## src/rtl/dtb_pkg.sv

```systemverilog
// Package for the DMA descriptor table builder.
// Holds the shared constants, the queued command type and the entry limits.
// No dependencies.
package dtb_pkg;

    // Most descriptor entries one request may produce
    localparam int MAX_ENTRIES = 64;
    localparam int CNT_W       = $clog2(MAX_ENTRIES);

    // Largest legal byte count (0xfffff * 255)
    localparam logic [31:0] SIZE_LIMIT = 32'(20'hfffff * 255);
    // Width that holds any legal byte count
    localparam int LEFT_W = $clog2(SIZE_LIMIT + 1);

    localparam logic [16:0] BOUNDARY   = 17'h10000;
    localparam logic [15:0] HALF_CHUNK = 16'h8000;

    // Classified request passed from front end to generator
    typedef struct packed {
        logic [31:0]       addr;
        logic [LEFT_W-1:0] bytes;
        logic              err;
    } t_dtb_cmd;

    // Generator states
    typedef enum logic [1:0] {
        ST_IDLE = 2'b01,
        ST_RUN  = 2'b10
    } t_dtb_state;

endpackage

```

## src/rtl/dtb_front.sv

```systemverilog
// Front end of the descriptor table builder: accepts request beats and checks them.
// Uses dtb_pkg; feeds dtb_queue.
module dtb_front
    import dtb_pkg::*;
(
    input  logic        i_clk,
    input  logic        i_rst_n,
    input  logic        i_s_tvalid,
    output logic        o_s_tready,
    input  logic [63:0] i_s_tdata,   // [31:0] buffer_address, [63:32] total_bytes
    output logic        o_cmd_valid,
    input  logic        i_cmd_ready,
    output t_dtb_cmd    o_cmd
);

    logic        r_valid;
    t_dtb_cmd    r_cmd;
    t_dtb_cmd    n_cmd;
    logic [31:0] w_bytes;
    logic        w_take;

    assign w_bytes    = i_s_tdata[63:32];
    assign o_s_tready = !r_valid || i_cmd_ready;
    assign w_take     = i_s_tvalid && o_s_tready;

    // Classify: zero or oversized byte count is an error-only request
    always_comb begin
        n_cmd.addr  = i_s_tdata[31:0];
        n_cmd.bytes = w_bytes[LEFT_W-1:0];
        n_cmd.err   = (w_bytes == 32'd0) || (w_bytes > SIZE_LIMIT);
    end

    // Valid flag of the holding register
    always_ff @(posedge i_clk) begin
        if (!i_rst_n) begin
            r_valid <= 1'b0;
        end else if (w_take) begin
            r_valid <= 1'b1;
        end else if (i_cmd_ready) begin
            r_valid <= 1'b0;
        end
    end

    // Payload
    always_ff @(posedge i_clk) begin
        if (w_take) begin
            r_cmd <= n_cmd;
        end
    end

    assign o_cmd_valid = r_valid;
    assign o_cmd       = r_cmd;

endmodule

```

## src/rtl/dtb_queue.sv

```systemverilog
// Two-entry command queue between front end and generator.
// Uses dtb_pkg for the command type.
module dtb_queue
    import dtb_pkg::*;
(
    input  logic     i_clk,
    input  logic     i_rst_n,
    input  logic     i_push_valid,
    output logic     o_push_ready,
    input  t_dtb_cmd i_push_cmd,
    output logic     o_pop_valid,
    input  logic     i_pop,
    output t_dtb_cmd o_pop_cmd
);

    t_dtb_cmd   r_mem [2];
    logic       r_wptr;
    logic       r_rptr;
    logic [1:0] r_count;
    logic       w_push;
    logic       w_pop;

    assign o_push_ready = (r_count != 2'd2);
    assign o_pop_valid  = (r_count != 2'd0);
    assign w_push       = i_push_valid && o_push_ready;
    assign w_pop        = i_pop && o_pop_valid;
    assign o_pop_cmd    = r_mem[r_rptr];

    // Pointers and fill count
    always_ff @(posedge i_clk) begin
        if (!i_rst_n) begin
            r_wptr  <= 1'b0;
            r_rptr  <= 1'b0;
            r_count <= 2'd0;
        end else begin
            if (w_push) r_wptr <= ~r_wptr;
            if (w_pop)  r_rptr <= ~r_rptr;
            case ({w_push, w_pop})
                2'b10:   r_count <= r_count + 2'd1;
                2'b01:   r_count <= r_count - 2'd1;
                default: r_count <= r_count;
            endcase
        end
    end

    // Storage
    always_ff @(posedge i_clk) begin
        if (w_push) begin
            r_mem[r_wptr] <= i_push_cmd;
        end
    end

endmodule

```

## src/rtl/dtb_engine.sv

```systemverilog
// Back end: splits one queued request into descriptor entries, one per cycle while the output is not stalled.
// Uses dtb_pkg; drives the output register of the result stream.
module dtb_engine
    import dtb_pkg::*;
(
    input  logic        i_clk,
    input  logic        i_rst_n,
    input  logic        i_cmd_valid,
    output logic        o_cmd_pop,
    input  t_dtb_cmd    i_cmd,
    output logic        o_m_tvalid,
    input  logic        i_m_tready,
    output logic [47:0] o_m_tdata,   // [31:0] entry_address, [47:32] entry_length
    output logic        o_m_tlast,
    output logic        o_m_tuser    // error
);

    t_dtb_state        r_state;
    logic [31:0]       r_addr;
    logic [LEFT_W-1:0] r_left;
    logic              r_err;
    logic [CNT_W-1:0]  r_cnt;

    logic              r_out_valid;
    logic [31:0]       r_out_addr;
    logic [15:0]       r_out_len;
    logic              r_out_last;
    logic              r_out_err;

    logic              w_adv;
    logic              w_emit;
    logic [16:0]       w_chunk;
    logic [16:0]       w_room;
    logic [15:0]       w_piece;
    logic [LEFT_W-1:0] w_rem;
    logic              w_full;
    logic              w_last;
    logic              w_ovf;

    assign w_adv     = !r_out_valid || i_m_tready;
    assign o_cmd_pop = (r_state == ST_IDLE) && i_cmd_valid;
    assign w_emit    = (r_state == ST_RUN) && w_adv;

    // Entry size: up to the next 64 KiB boundary, a full aligned chunk goes in halves
    always_comb begin
        w_room  = BOUNDARY - {1'b0, r_addr[15:0]};
        w_chunk = (r_left < LEFT_W'(w_room)) ? 17'(r_left) : w_room;
        w_piece = (w_chunk == BOUNDARY) ? HALF_CHUNK : w_chunk[15:0];
        w_rem   = r_left - LEFT_W'(w_piece);
        w_full  = (r_cnt == CNT_W'(MAX_ENTRIES - 1));
        w_ovf   = (w_rem != '0) && w_full;
        w_last  = r_err || (w_rem == '0) || w_full;
    end

    // Sequencer
    always_ff @(posedge i_clk) begin
        if (!i_rst_n) begin
            r_state <= ST_IDLE;
        end else begin
            unique case (r_state)
                ST_IDLE: if (i_cmd_valid) r_state <= ST_RUN;
                ST_RUN:  if (w_emit && w_last) r_state <= ST_IDLE;
                default: r_state <= ST_IDLE;
            endcase
        end
    end

    // Working registers of the current request
    always_ff @(posedge i_clk) begin
        if (o_cmd_pop) begin
            r_addr <= i_cmd.addr;
            r_left <= i_cmd.bytes;
            r_err  <= i_cmd.err;
            r_cnt  <= '0;
        end else if (w_emit) begin
            r_addr <= r_addr + 32'(w_piece);
            r_left <= w_rem;
            r_cnt  <= r_cnt + CNT_W'(1);
        end
    end

    // Output register valid
    always_ff @(posedge i_clk) begin
        if (!i_rst_n) begin
            r_out_valid <= 1'b0;
        end else if (w_emit) begin
            r_out_valid <= 1'b1;
        end else if (i_m_tready) begin
            r_out_valid <= 1'b0;
        end
    end

    // Output payload; a rejected request gives one zero entry flagged error
    always_ff @(posedge i_clk) begin
        if (w_emit) begin
            r_out_addr <= r_err ? 32'd0 : r_addr;
            r_out_len  <= r_err ? 16'd0 : w_piece;
            r_out_last <= w_last;
            r_out_err  <= r_err || w_ovf;
        end
    end

    assign o_m_tvalid = r_out_valid;
    assign o_m_tdata  = {r_out_len, r_out_addr};
    assign o_m_tlast  = r_out_last;
    assign o_m_tuser  = r_out_err;

endmodule

```

## src/rtl/dma_descriptor_table_builder.sv

```systemverilog
// Top level of the DMA descriptor table builder.
// Uses dtb_pkg, dtb_front, dtb_queue and dtb_engine.
//
// Usage:
//   Slave stream takes one request per beat: tdata[31:0] is the buffer
//   address, tdata[63:32] the byte count. Master stream gives one descriptor
//   entry per beat: tdata[31:0] entry address, tdata[47:32] entry length,
//   tlast marks the table end, tuser flags an error (zero or oversized count,
//   or the table ran out of entries; then it rides on the final beat).
//   No entry crosses a 64 KiB boundary; a full aligned 64 KiB becomes two
//   32 KiB entries. At most MAX_ENTRIES entries per request.
//   The first entry passes the front-end holding register, the queue, the
//   generator working registers and the output register. The generator then
//   emits one entry per cycle unless the receiver stalls, with an idle state
//   between requests; the generator loop is the rate limit. The front end and
//   a two-entry queue keep taking requests while the generator works.
//   Reset clears all valid flags and returns the generator to idle.
//   When the receiver stalls, the output register holds its beat and the
//   generator waits; the queue then fills and the slave side deasserts tready.
module dma_descriptor_table_builder
    import dtb_pkg::*;
(
    input  logic        i_clk,
    input  logic        i_rst_n,
    input  logic        i_s_tvalid,
    output logic        o_s_tready,
    input  logic [63:0] i_s_tdata,   // [31:0] buffer_address, [63:32] total_bytes
    output logic        o_m_tvalid,
    input  logic        i_m_tready,
    output logic [47:0] o_m_tdata,   // [31:0] entry_address, [47:32] entry_length
    output logic        o_m_tlast,   // last
    output logic        o_m_tuser    // error
);

    logic     w_f_valid;
    logic     w_f_ready;
    t_dtb_cmd w_f_cmd;
    logic     w_q_valid;
    logic     w_q_pop;
    t_dtb_cmd w_q_cmd;

    dtb_front u_front (
        .i_clk       (i_clk),
        .i_rst_n     (i_rst_n),
        .i_s_tvalid  (i_s_tvalid),
        .o_s_tready  (o_s_tready),
        .i_s_tdata   (i_s_tdata),
        .o_cmd_valid (w_f_valid),
        .i_cmd_ready (w_f_ready),
        .o_cmd       (w_f_cmd)
    );

    dtb_queue u_queue (
        .i_clk        (i_clk),
        .i_rst_n      (i_rst_n),
        .i_push_valid (w_f_valid),
        .o_push_ready (w_f_ready),
        .i_push_cmd   (w_f_cmd),
        .o_pop_valid  (w_q_valid),
        .i_pop        (w_q_pop),
        .o_pop_cmd    (w_q_cmd)
    );

    dtb_engine u_engine (
        .i_clk       (i_clk),
        .i_rst_n     (i_rst_n),
        .i_cmd_valid (w_q_valid),
        .o_cmd_pop   (w_q_pop),
        .i_cmd       (w_q_cmd),
        .o_m_tvalid  (o_m_tvalid),
        .i_m_tready  (i_m_tready),
        .o_m_tdata   (o_m_tdata),
        .o_m_tlast   (o_m_tlast),
        .o_m_tuser   (o_m_tuser)
    );

endmodule

```

## config.mk

```make
export PLATFORM = sky130hd
export DESIGN_NAME = dma_descriptor_table_builder
export DESIGN_NICKNAME = d
export VERILOG_FILES = /design/src/rtl/dtb_pkg.sv /design/src/rtl/dtb_front.sv /design/src/rtl/dtb_queue.sv /design/src/rtl/dtb_engine.sv /design/src/rtl/dma_descriptor_table_builder.sv
export SDC_FILE = /design/constraint.sdc
export NUM_CORES = 1
export LEC_CHECK = 0
export ABC_AREA = 0
export BUFFER_PORTS_ARGS = -buffer_cell sky130_fd_sc_hd__buf_2
export CAP_MARGIN = 20
export CORE_MARGIN = 10
export CORE_UTILIZATION = 40
export DETAILED_ROUTE_END_ITERATION = 7
export PLACE_DENSITY = 0.65
export SLEW_MARGIN = 40
export SYNTH_ARGS = -nofsm -noshare
export SYNTH_HDL_FRONTEND = slang
export SYNTH_SLANG_ARGS = --single-unit
```

## constraint.sdc

```tcl
create_clock -name i_clk -period 12.75 [get_ports i_clk]
set_input_delay 1.9125 -clock i_clk [delete_from_list [all_inputs] [get_ports i_clk]]
set_output_delay 1.9125 -clock i_clk [all_outputs]
set_load 0.02 [all_outputs]
```

-- Yosys cells after proc, flatten, opt, wreduce, memory -nomap -nowiden
Memory sizes are Yosys's and may differ from the RTL's. A register that Yosys moved wholly into a read port is not among the register bits.
Cells that the tools add are included.
- output and inout port bits: 52
- memory bits (writable): 122
- memories kept: 1
- logic and storage cells: 79
- flip-flop bits (word level): 186
- bits of input ports: 68
- memories (memory ; depth ; width ; rd ports ; clocked after Yosys merged registers in ; write ports ; line ; source):
    u_queue.r_mem ; 2 ; 61 ; 1 ; 1 ; 1 ; dtb_queue.sv:16 ; t_dtb_cmd r_mem [2];
- add/subtract/negate cells: 6
- magnitude comparators: 2
- muxes and demuxes: 18
- eq/ne operators: 9
- reductions and logical operators: 24
- bitwise operators: 2
- operators by type and width (cell ; count):
    32-bit two-way mux ; 2
    28-bit two-way mux ; 2
    32-bit by 16-bit adder with 32-bit output ; 1
    32-bit by 28-bit > comparator with 1-bit output, second input constant ; 1
    32-bit zero test ; 1
    28-bit zero test ; 1
    28-bit by 17-bit < comparator with 1-bit output ; 1
    28-bit nonzero test ; 1
    28-bit by 16-bit subtractor with 28-bit output ; 1
    17-bit == test, second input constant ; 1
    17-bit two-way mux ; 1
    17-bit by 16-bit subtractor with 17-bit output, first input constant ; 1
    16-bit two-way mux ; 1
    2-bit nonzero test ; 5
    1-bit two-way mux ; 8
    2-bit case mux with 2 select lines ; 2
    1-bit logical AND ; 7
    6-bit by 1-bit adder with 6-bit output, second input constant ; 1
    6-bit == test, second input constant ; 1
    1-bit logical OR ; 6
    2-bit by 1-bit == test with 1-bit output, second input constant ; 2
    2-bit == test, second input constant ; 2
    2-bit two-way mux ; 2
    2-bit != test, second input constant ; 2
    other kinds (6) ; 8

-- Logic depth before layout (Yosys ltp)
Gate-level depths: netlist of run 1.
- depth after elaboration: 12
- gate-level depth with buffers: 27
- gate-level depth less buffers: 26

-- Hierarchy
A second synthesis of run 1 with hierarchy kept.
- cell total of the unflattened synthesis: 1101
- area total of the unflattened synthesis: 14441.4 µm²
- modules (own cells, without submodules) (module ; cells each ; times used ; area an instance (µm²) ; seq. area each (µm²)):
    dtb_engine ; 800 ; 1 ; 7801.2 ; 3513.4
    dtb_queue ; 214 ; 1 ; 4620.7 ; 3763.6
    dtb_front ; 87 ; 1 ; 2019.4 ; 1851.8

-- Worst setup path after synthesis of run 1
Ideal clock, no wire load.
- path kind: register to register
- from: reg u_engine.r_addr[5]
- to: reg u_engine.r_addr[27] (data pin)
- data required time: 12.476 ns
- clock period less this slack: 5.889 ns
- setup slack: 6.861 ns
- stages on the path, launching flop included: 23
- setup time: 0.274 ns
- arrival time: 5.615 ns
- buffers on the path: 2
- cell sequence: edfxtp_1 -> nor4_2 -> nor4b_4 -> nand2_1 -> or4_4 -> xnor2_2 -> ha_1 -> and4_1 -> nand4_1 -> o41ai_4 -> buf_4 -> mux2i_1 -> inv_1 -> ha_1 -> a211oi_1 -> nor2_1 -> o31ai_1 -> a211oi_1 -> nor2_1 -> o31a_1 -> buf_1 -> or3_1 -> a31oi_1
- cells in the longest elaborated chain, start to end: 8
- RTL lines (item ; line ; source):
    start, declared ; dtb_engine.sv:19 ; logic [31:0] r_addr;
    start signal, assigned ; dtb_engine.sv:71 ; r_addr <= i_cmd.addr;
    start signal, assigned ; dtb_engine.sv:76 ; r_addr <= r_addr + 32'(w_piece);
    17-bit by 16-bit subtractor with 17-bit output * ; dtb_engine.sv:46 ; w_room = BOUNDARY - {1'b0, r_addr[15:0]};
    28-bit by 17-bit < comparator with 1-bit output ; dtb_engine.sv:47 ; w_chunk = (r_left < LEFT_W'(w_room)) ? 17'(r_left) : w_room;
    17-bit two-way mux * ; dtb_engine.sv:47 ;
    17-bit == test ; dtb_engine.sv:48 ; w_piece = (w_chunk == BOUNDARY) ? HALF_CHUNK : w_chunk[15:0];
    16-bit two-way mux * ; dtb_engine.sv:48 ;
    via u_engine.w_piece[1] ; dtb_engine.sv:34 ; logic [15:0] w_piece;
    32-bit by 16-bit adder with 32-bit output * ; dtb_engine.sv:76 ;
    32-bit two-way mux * ; dtb_engine.sv:75 ; end else if (w_emit) begin
    32-bit two-way mux * ; dtb_engine.sv:70 ; if (o_cmd_pop) begin
Mark *: on every way through the listed nets, which the timed path passes. The rest lies on a longest branch. The select of a mux whose other input is x is not followed.
A chain may end at the register's enable or synchronous reset.

-- Worst setup path after layout of run 1
- from: reg u_engine.r_addr[4]
- to: reg u_engine.r_addr[20] (data pin)
The elaborated chain is that of the path after synthesis.

==> summary.md, run 1 <==
• outcome: complete, no violations
• post-CTS resize count: 0
• CP max stage cell: edfxtp_1
• unrepaired setup endpoints after global routing: false
• standard cell core area: 36430 sq um
• cell internal pwr: 0.002901 W
• via/cell ratio: 5.321
• fin crit share: 52.14%
• floorplan die height: 211.9 um
• hold buffer count at CTS: 0
• Top-Level Pins: 120
• number of max-capacitance violations reported: 0
• power share of the sequential group: 33.8%
• via count of the routed design: 9386
• headroom to the max-slew limit: 45.04%
• top post-synthesis cells by count: edfxtp_1 (294), nor2_1 (77), a21oi_1 (71), nor2b_1 (69), nand2_1 (54)
• number of distinct library cell variants in the gate-level netlist after synthesis: 77
• gate count after technology mapping: 1151
• first-pass iteration count of the detailed router: 5
• number of buffers created by CTS: 30
• Critical Path Source Type: flop
• stage delay of the slowest cell on the critical path: 480 ps
• library cell occupying the most area in the post-synthesis netlist: edfxtp_1
• Synth async-reset ratio: 0%
• proportion of netlist area held by the largest area contributor: 59.93%
• classification of the worst-slack hold path: reg2reg
• footprint of the multi-input gates: 5261 sq um
• initial antenna violation count: 2
• first-pass GRT wire length: 52.32 mm
• CP Data Required Time: 13010 ps
• top post-synthesis cells by area: edfxtp_1 (60%), ha_1 (4.3%), nor2b_1 (2.9%)
• layout net count: 1392
• number of hold violations in the final report: 0
• die footprint: 44910 sq um
• kind of capture point of the worst setup path: flop
• Slew @ Worst Pin: 824.4 ps
• Wirelength per Cell: 19.26 um
• fraction of the yosys area taken by sequential cells: 61.97%
• Tot GR Track Use: 14.80%
• vias in the first global route: 9190
• slack of the worst reg-to-reg path: 6100 ps
• total of warnings raised by yosys: 0
• count of H-tree levels built during CTS: 1
• Storage cell area: 9133 sq um
• number of failing setup endpoints in the final timing report: 0
• final-report max-slew violation count: 0
• post-route clock skew: 18.85 ps
• netlist area before placement: 14730 sq um
• Post-synth top flop: edfxtp_1
• master cell of the clock root buffer: clkbuf_16
• clk sink count: 309
• starting density of the core: 40.43%
• pin count of the biggest net entering global routing: 103
• post-layout utilization of the core: 46.40%
• chain of cells forming the critical path: nor4_2 -> nor4b_4 -> nand2_1 -> or4_4 -> xnor2_2 -> ha_1 -> and4_1 -> nand4_1 -> o2111a_1 -> o41ai_4 -> buf_4 -> mux2i_1 -> ha_1 -> inv_1 -> fa_1 -> nand2b_1 -> a21oi_1 -> o211ai_1 -> a31oi_1 -> a21boi_1 -> nor3b_1 -> xnor2_1 -> a21oi_1
• standard-cell rows: 70
• total of fill cells in the finished design: 3304
• final estimated routing congestion in global placement: 0.9235
• worst-case hold slack: 442.8 ps
• min cycle time layout: 6648 ps
• chip width: 211.9 um
• later-pin clock latency in the skew report: 560 ps
• critical path class: reg2reg
• overflow left after global routing: 0
• fraction of power consumed by combinational cells: 47.8%
• largest driver fanout on the critical path: 16
• power dissipated by switching net loads: 0.002051 W
• antenna-violating nets left: 0
• nets in the synthesized netlist: 1272
• final sum of negative setup slack: 0 ps
• Worst EP arrival: 6910 ps
• clock-pin slew reported for the worst setup and hold paths after clock tree synthesis: 60 ps
• flip-flop and latch count after synthesis: 309
• Clk network pwr share: 18.3%
• mean cell area of the mapped netlist: 12.80 sq um
• detailed-placement wirelength estimate: 24.19 mm
• post-CTS setup buffer count: 0
• most frequent cell after synthesis: edfxtp_1
• total power of the final layout: 0.004951 W
• clock tree from TritonCTS: done
• First DRT Iteration DRCs: 730
• share of layout cells above drive strength 1: 15.98%
• peak supply drop: 0.1610 mV
• Fmax: 150.4 MHz
• number of synthesized flops with an enable pin: 294
• Routed WL: 33.97 mm
• area growth from synthesis to layout: 14.76%
• switching portion of total power: 41.42%
• Clock Path Buffers: 3
• pwr dens: 292.9 nW/um^2
• P_leak: 6.109 nW
• number of port buffers: 119
• total DRC errors in the routed layout: 0
kinds of logic after synthesis:
kind of cell | share of synthesized area, %
buffers and inverters | 2.455
multiplexers | 3.159
AO/OA/AOI/OAI | 11.30
AND/OR/NAND/NOR | 13.13
adder cells (fa/ha/maj) | 4.603
XOR/XNOR | 3.380
flip-flops | 61.97
power groups by stage:
stage | logic (W) | clock network, W | registers, W
detailed placement | 0.00231 | 0 | 0.00169
global route | 0.00262 | 0.000976 | 0.00170
finish | 0.00237 | 0.000907 | 0.00168
CTS | 0.00233 | 0.000931 | 0.00167
floorplan | 0.00179 | 0 | 0.00161
global placement | 0.00229 | 0 | 0.00169
layer usage:
metal	vias to the layer above	global-route usage, %	part of all wire [%]	routed length, um
met3	52	2.972	5.8	1980
met2	220	20.85	42	14280
li1	4603	-	-	-
met1	4509	22.31	50	16930
met5	-	0	0.021	7
met4	2	4.339	2.3	767
registers in the layout (all words and copies together) (netlist names), 2 cells and up, named ones only:
name	flops
u_engine.r_left	28
u_queue.r_mem	122
u_front.o_cmd	61
u_engine.r_state	2
u_queue.r_count	2
u_engine.r_addr	32
u_engine.r_out_len	16
u_engine.r_out_addr	32
u_engine.r_cnt	6
worst paths after layout:
path                                     start                       endpoint  cells after the start
setup / recovery  u_engine.r_addr[4]$_DFFE_PP_  u_engine.r_addr[20]$_DFFE_PP_                     23
hold / removal      u_front.o_cmd[7]$_DFFE_PP_  u_queue.r_mem[0][7]$_DFFE_PP_                      0
setup reg to reg  u_engine.r_addr[4]$_DFFE_PP_  u_engine.r_addr[20]$_DFFE_PP_                     23
hold reg to reg     u_front.o_cmd[7]$_DFFE_PP_  u_queue.r_mem[0][7]$_DFFE_PP_                      0
cell usage in the layout, fill, tap and decap left out, types with 6 or more instances in the layout:
cell type	netlist	final
edfxtp_1	294	294
buf_2	4	119
nor2_1	77	76
a21oi_1	71	71
nor2b_1	69	68
nand2_1	54	54
ha_1	51	51
inv_1	48	48
mux2i_1	42	42
o21ai_0	41	41
a211oi_1	40	40
xnor2_1	35	35
clkbuf_16	0	31
nor3_1	23	23
xor2_1	20	20
nand3_1	18	18
nand2b_1	18	17
nor4_1	15	15
nand4_1	15	15
a21o_1	14	14
dfxtp_1	15	14
a31oi_1	12	12
o21a_1	11	11
or3_1	9	9
o211ai_1	8	8
clkinv_1	0	8
and3_1	8	7
nor3b_1	6	6
o31ai_1	6	6
buf_4	2	6
layout make-up:
cell class	count	share of cell area (%)
Multi-Input combinational cell	751	31.12
Clock inverter	20	1.325
Timing Repair Buffer	131	4.292
Clock buffer	36	4.700
Inverter	48	1.066
Tap cell	468	3.464
Sequential cell	309	54.02
Antenna cell	1	0.01480
metrics by stage:
| step | cell area, sq um | instances | setup WS [ps] |
|---|---|---|---|
| final | 16910 | 1764 | 6102 |
| after global routing | 16910 | 1764 | 5505 |
| after CTS | 16850 | 1761 | 6095 |
| after detailed placement | 15830 | 1705 | 6142 |
| after global placement | 15830 | 1705 | 6313 |
| after floorplan | 14730 | 1151 | 6861 |
critical path: cells and delay by family, from the launching register on:
family / cells / cell delay [ps]
AND/OR/NAND/NOR: 8 / 2170
AO/OA/AOI/OAI: 7 / 1720
adder cells (fa/ha/maj): 3 / 930
flip-flops: 1 / 480
buffers and inverters: 2 / 390
multiplexers: 1 / 330
XOR/XNOR: 2 / 300
Power figures use the tool's default switching activity.
==> run 2: changes to the inputs <==
Settings changed: ABC_AREA 0 to 1.
Clock period 12.75 ns to 6.33 ns, I/O delays scaled along.
==> summary.md, run 2 <==
• critical path class: reg2reg
• total DRC errors in the routed layout: 0
• number of hold violations in the final report: 0
• die footprint: 46040 sq um
• vias in the first global route: 10560
• standard cell core area: 37490 sq um
• number of port buffers: 119
• count of H-tree levels built during CTS: 1
• min cycle time layout: 5791 ps
• flip-flop and latch count after synthesis: 309
• proportion of netlist area held by the largest area contributor: 58.29%
• fraction of the yosys area taken by sequential cells: 60.28%
• mean cell area of the mapped netlist: 9.821 sq um
• netlist area before placement: 15140 sq um
• first-pass iteration count of the detailed router: 5
• top post-synthesis cells by count: nand2_1 (414), edfxtp_1 (294), nor2_1 (176), inv_1 (169), a21oi_1 (83)
• final-report max-slew violation count: 0
• headroom to the max-slew limit: 53.97%
• Wirelength per Cell: 17.06 um
• register name with the most flops: u_queue.r_mem
• max reg flops: 122
• first-pass GRT wire length: 59.20 mm
• chip width: 214.6 um
• most common library cell in the layout ignoring fill and taps: nand2_1
• number of max-capacitance violations reported: 0
• starting density of the core: 40.40%
• number of distinct library cell variants in the gate-level netlist after synthesis: 43
• post-layout utilization of the core: 46.58%
• Post-synth top flop: edfxtp_1
• library cell occupying the most area in the post-synthesis netlist: edfxtp_1
• stage delay of the slowest cell on the critical path: 430 ps
• top post-synthesis cells by area: edfxtp_1 (58%), nand2_1 (10%), nor2_1 (4.4%)
• footprint of the multi-input gates: 5304 sq um
• initial antenna violation count: 2
• Clock Path Buffers: 3
• P_leak: 7.164 nW
• share of layout cells above drive strength 1: 13.60%
• Critical Path Source Type: flop
• Worst EP arrival: 6320 ps
• CP max stage cell: edfxtp_1
• nets in the synthesized netlist: 1663
• clk sink count: 309
• via count of the routed design: 10870
• classification of the worst-slack hold path: reg2reg
• post-route clock skew: 11.94 ps
• antenna cell count: 0
• outcome: complete, no violations
• Storage cell area: 9130 sq um
• peak supply drop: 0.2962 mV
• standard-cell rows: 71
• Synth async-reset ratio: 0%
• Fmax: 172.7 MHz
• antenna-violating nets left: 0
• most frequent cell after synthesis: nand2_1
• Routed WL: 37.69 mm
• master cell of the clock root buffer: clkbuf_16
• fin crit share: 91.48%
• via/cell ratio: 4.922
• detailed-placement wirelength estimate: 27.73 mm
• later-pin clock latency in the skew report: 590 ps
• pin count of the biggest net entering global routing: 77
• hold buffer count at CTS: 0
• number of synthesized flops with an enable pin: 294
• Slew @ Worst Pin: 690.4 ps
• gate count after technology mapping: 1542
• area growth from synthesis to layout: 15.30%
• Top-Level Pins: 120
• number of failing setup endpoints in the final timing report: 0
• number of buffers created by CTS: 31
• final estimated routing congestion in global placement: 0.9262
• layout net count: 1794
• First DRT Iteration DRCs: 946
• total of fill cells in the finished design: 3547
• clock-pin slew reported for the worst setup and hold paths after clock tree synthesis: 60 ps
• kind of capture point of the worst setup path: flop
• placed inst area: 16350 sq um
• overflow left after global routing: 0
• floorplan die height: 214.6 um
• clock tree from TritonCTS: done
• most frequent cell on the critical path: nand2_1
• final non-filler cell area: 17460 sq um
• Tot GR Track Use: 15.91%
• total of warnings raised by yosys: 0
• largest driver fanout on the critical path: 12
• CP Data Required Time: 6860 ps
• most frequent cells in the layout: nand2_1 (413), edfxtp_1 (294), nor2_1 (173), inv_1 (166), buf_2 (119)
• pwr dens: 573.9 nW/um^2
## run 2: changes by cell type after synthesis, moves of 13 or more
cell	previous run	this run
nor2b_1	69	0
nand2_1	54	414
mux2i_1	42	0
nand2b_1	18	0
xor2_1	20	33
inv_1	48	169
nand3_1	18	58
xnor2_1	35	5
a211oi_1	40	1
a31oi_1	12	33
nor2_1	77	176
## run 2: cells by family (layout without fill, tap and decap cells)
| group | after synthesis | in the layout | synth area share [%] |
|---|---|---|---|
| simple gates | 735 | 736 | 20.29 |
| flops | 309 | 309 | 60.28 |
| buf+inv | 214 | 369 | 5.453 |
| compound gates | 193 | 193 | 7.303 |
| fa+ha+maj | 53 | 53 | 4.478 |
| xor+xnor | 38 | 38 | 2.198 |
## run 2: critical path, delay by kind of cell (launching register included)
kind	cells	cell delay, ps
xor gates and xnor gates	2	340
adders and majority gates	3	870
buffers and inverters	5	470
DFF	1	430
and+or+nand+nor	31	3620
## run 2: area by class of cell
type                    instances  share of cell area [%]
clock buffers                  41                   4.715
well taps                     511                   3.662
flip-flops and latches        309                   52.29
inverters                     178                   3.841
repair buffers                133                   4.220
multi-input cells            1020                   30.37
clock inverters                17                  0.9028
## run 2: worst paths after layout
path	startpoint	to	slack, ps	cells past startpoint
max	u_engine.r_addr[0]$_DFFE_PP_	u_engine.r_state[0]$_SDFFE_PN1P_	540	41
min	u_front.o_cmd[1]$_DFFE_PP_	u_queue.r_mem[1][1]$_DFFE_PP_	440	0
max reg2reg	u_engine.r_addr[0]$_DFFE_PP_	u_engine.r_state[0]$_SDFFE_PN1P_	540	41
min reg2reg	u_front.o_cmd[1]$_DFFE_PP_	u_queue.r_mem[1][1]$_DFFE_PP_	440	0
## run 2: through the flow
| step | hold WS [ps] | setup slack, ps | TNS, ps | cells | total power [W] |
|---|---|---|---|---|---|
| floorplan | 421.5 | 1316 | 0 | 1542 | 0.006780 |
| global placement | 422.5 | 223.5 | 0 | 2146 | 0.008172 |
| detailed placement | 430.4 | 129.3 | 0 | 2147 | 0.008181 |
| CTS | 438.4 | 112.8 | 0 | 2205 | 0.009984 |
| global route | 447.1 | -43.69 | -80.29 | 2209 | 0.01086 |
| finish | 437.6 | 539.1 | 0 | 2209 | 0.01002 |
## run 2: per-layer routing
| metal | GRT usage, % | share of wire [%] |
|---|---|---|
| met1 | 23.46 | 49 |
| met2 | 23.64 | 42 |
| met3 | 2.638 | 6.5 |
| met4 | 4.325 | 2.3 |
| met5 | 0 | 0.042 |
## run 2: what timing repair did
item | CTS | global route
resized for setup | 0 | 14
buffers inserted | 0 | 2
setup endpoints to repair | 0 | 22
## run 2: report_power, final
part           switching (W)  leakage [nW]  internal (W)
Sequential          0.000345          2.86       0.00295
Combinational        0.00335          3.83       0.00160
Clock               0.000771         0.475       0.00100
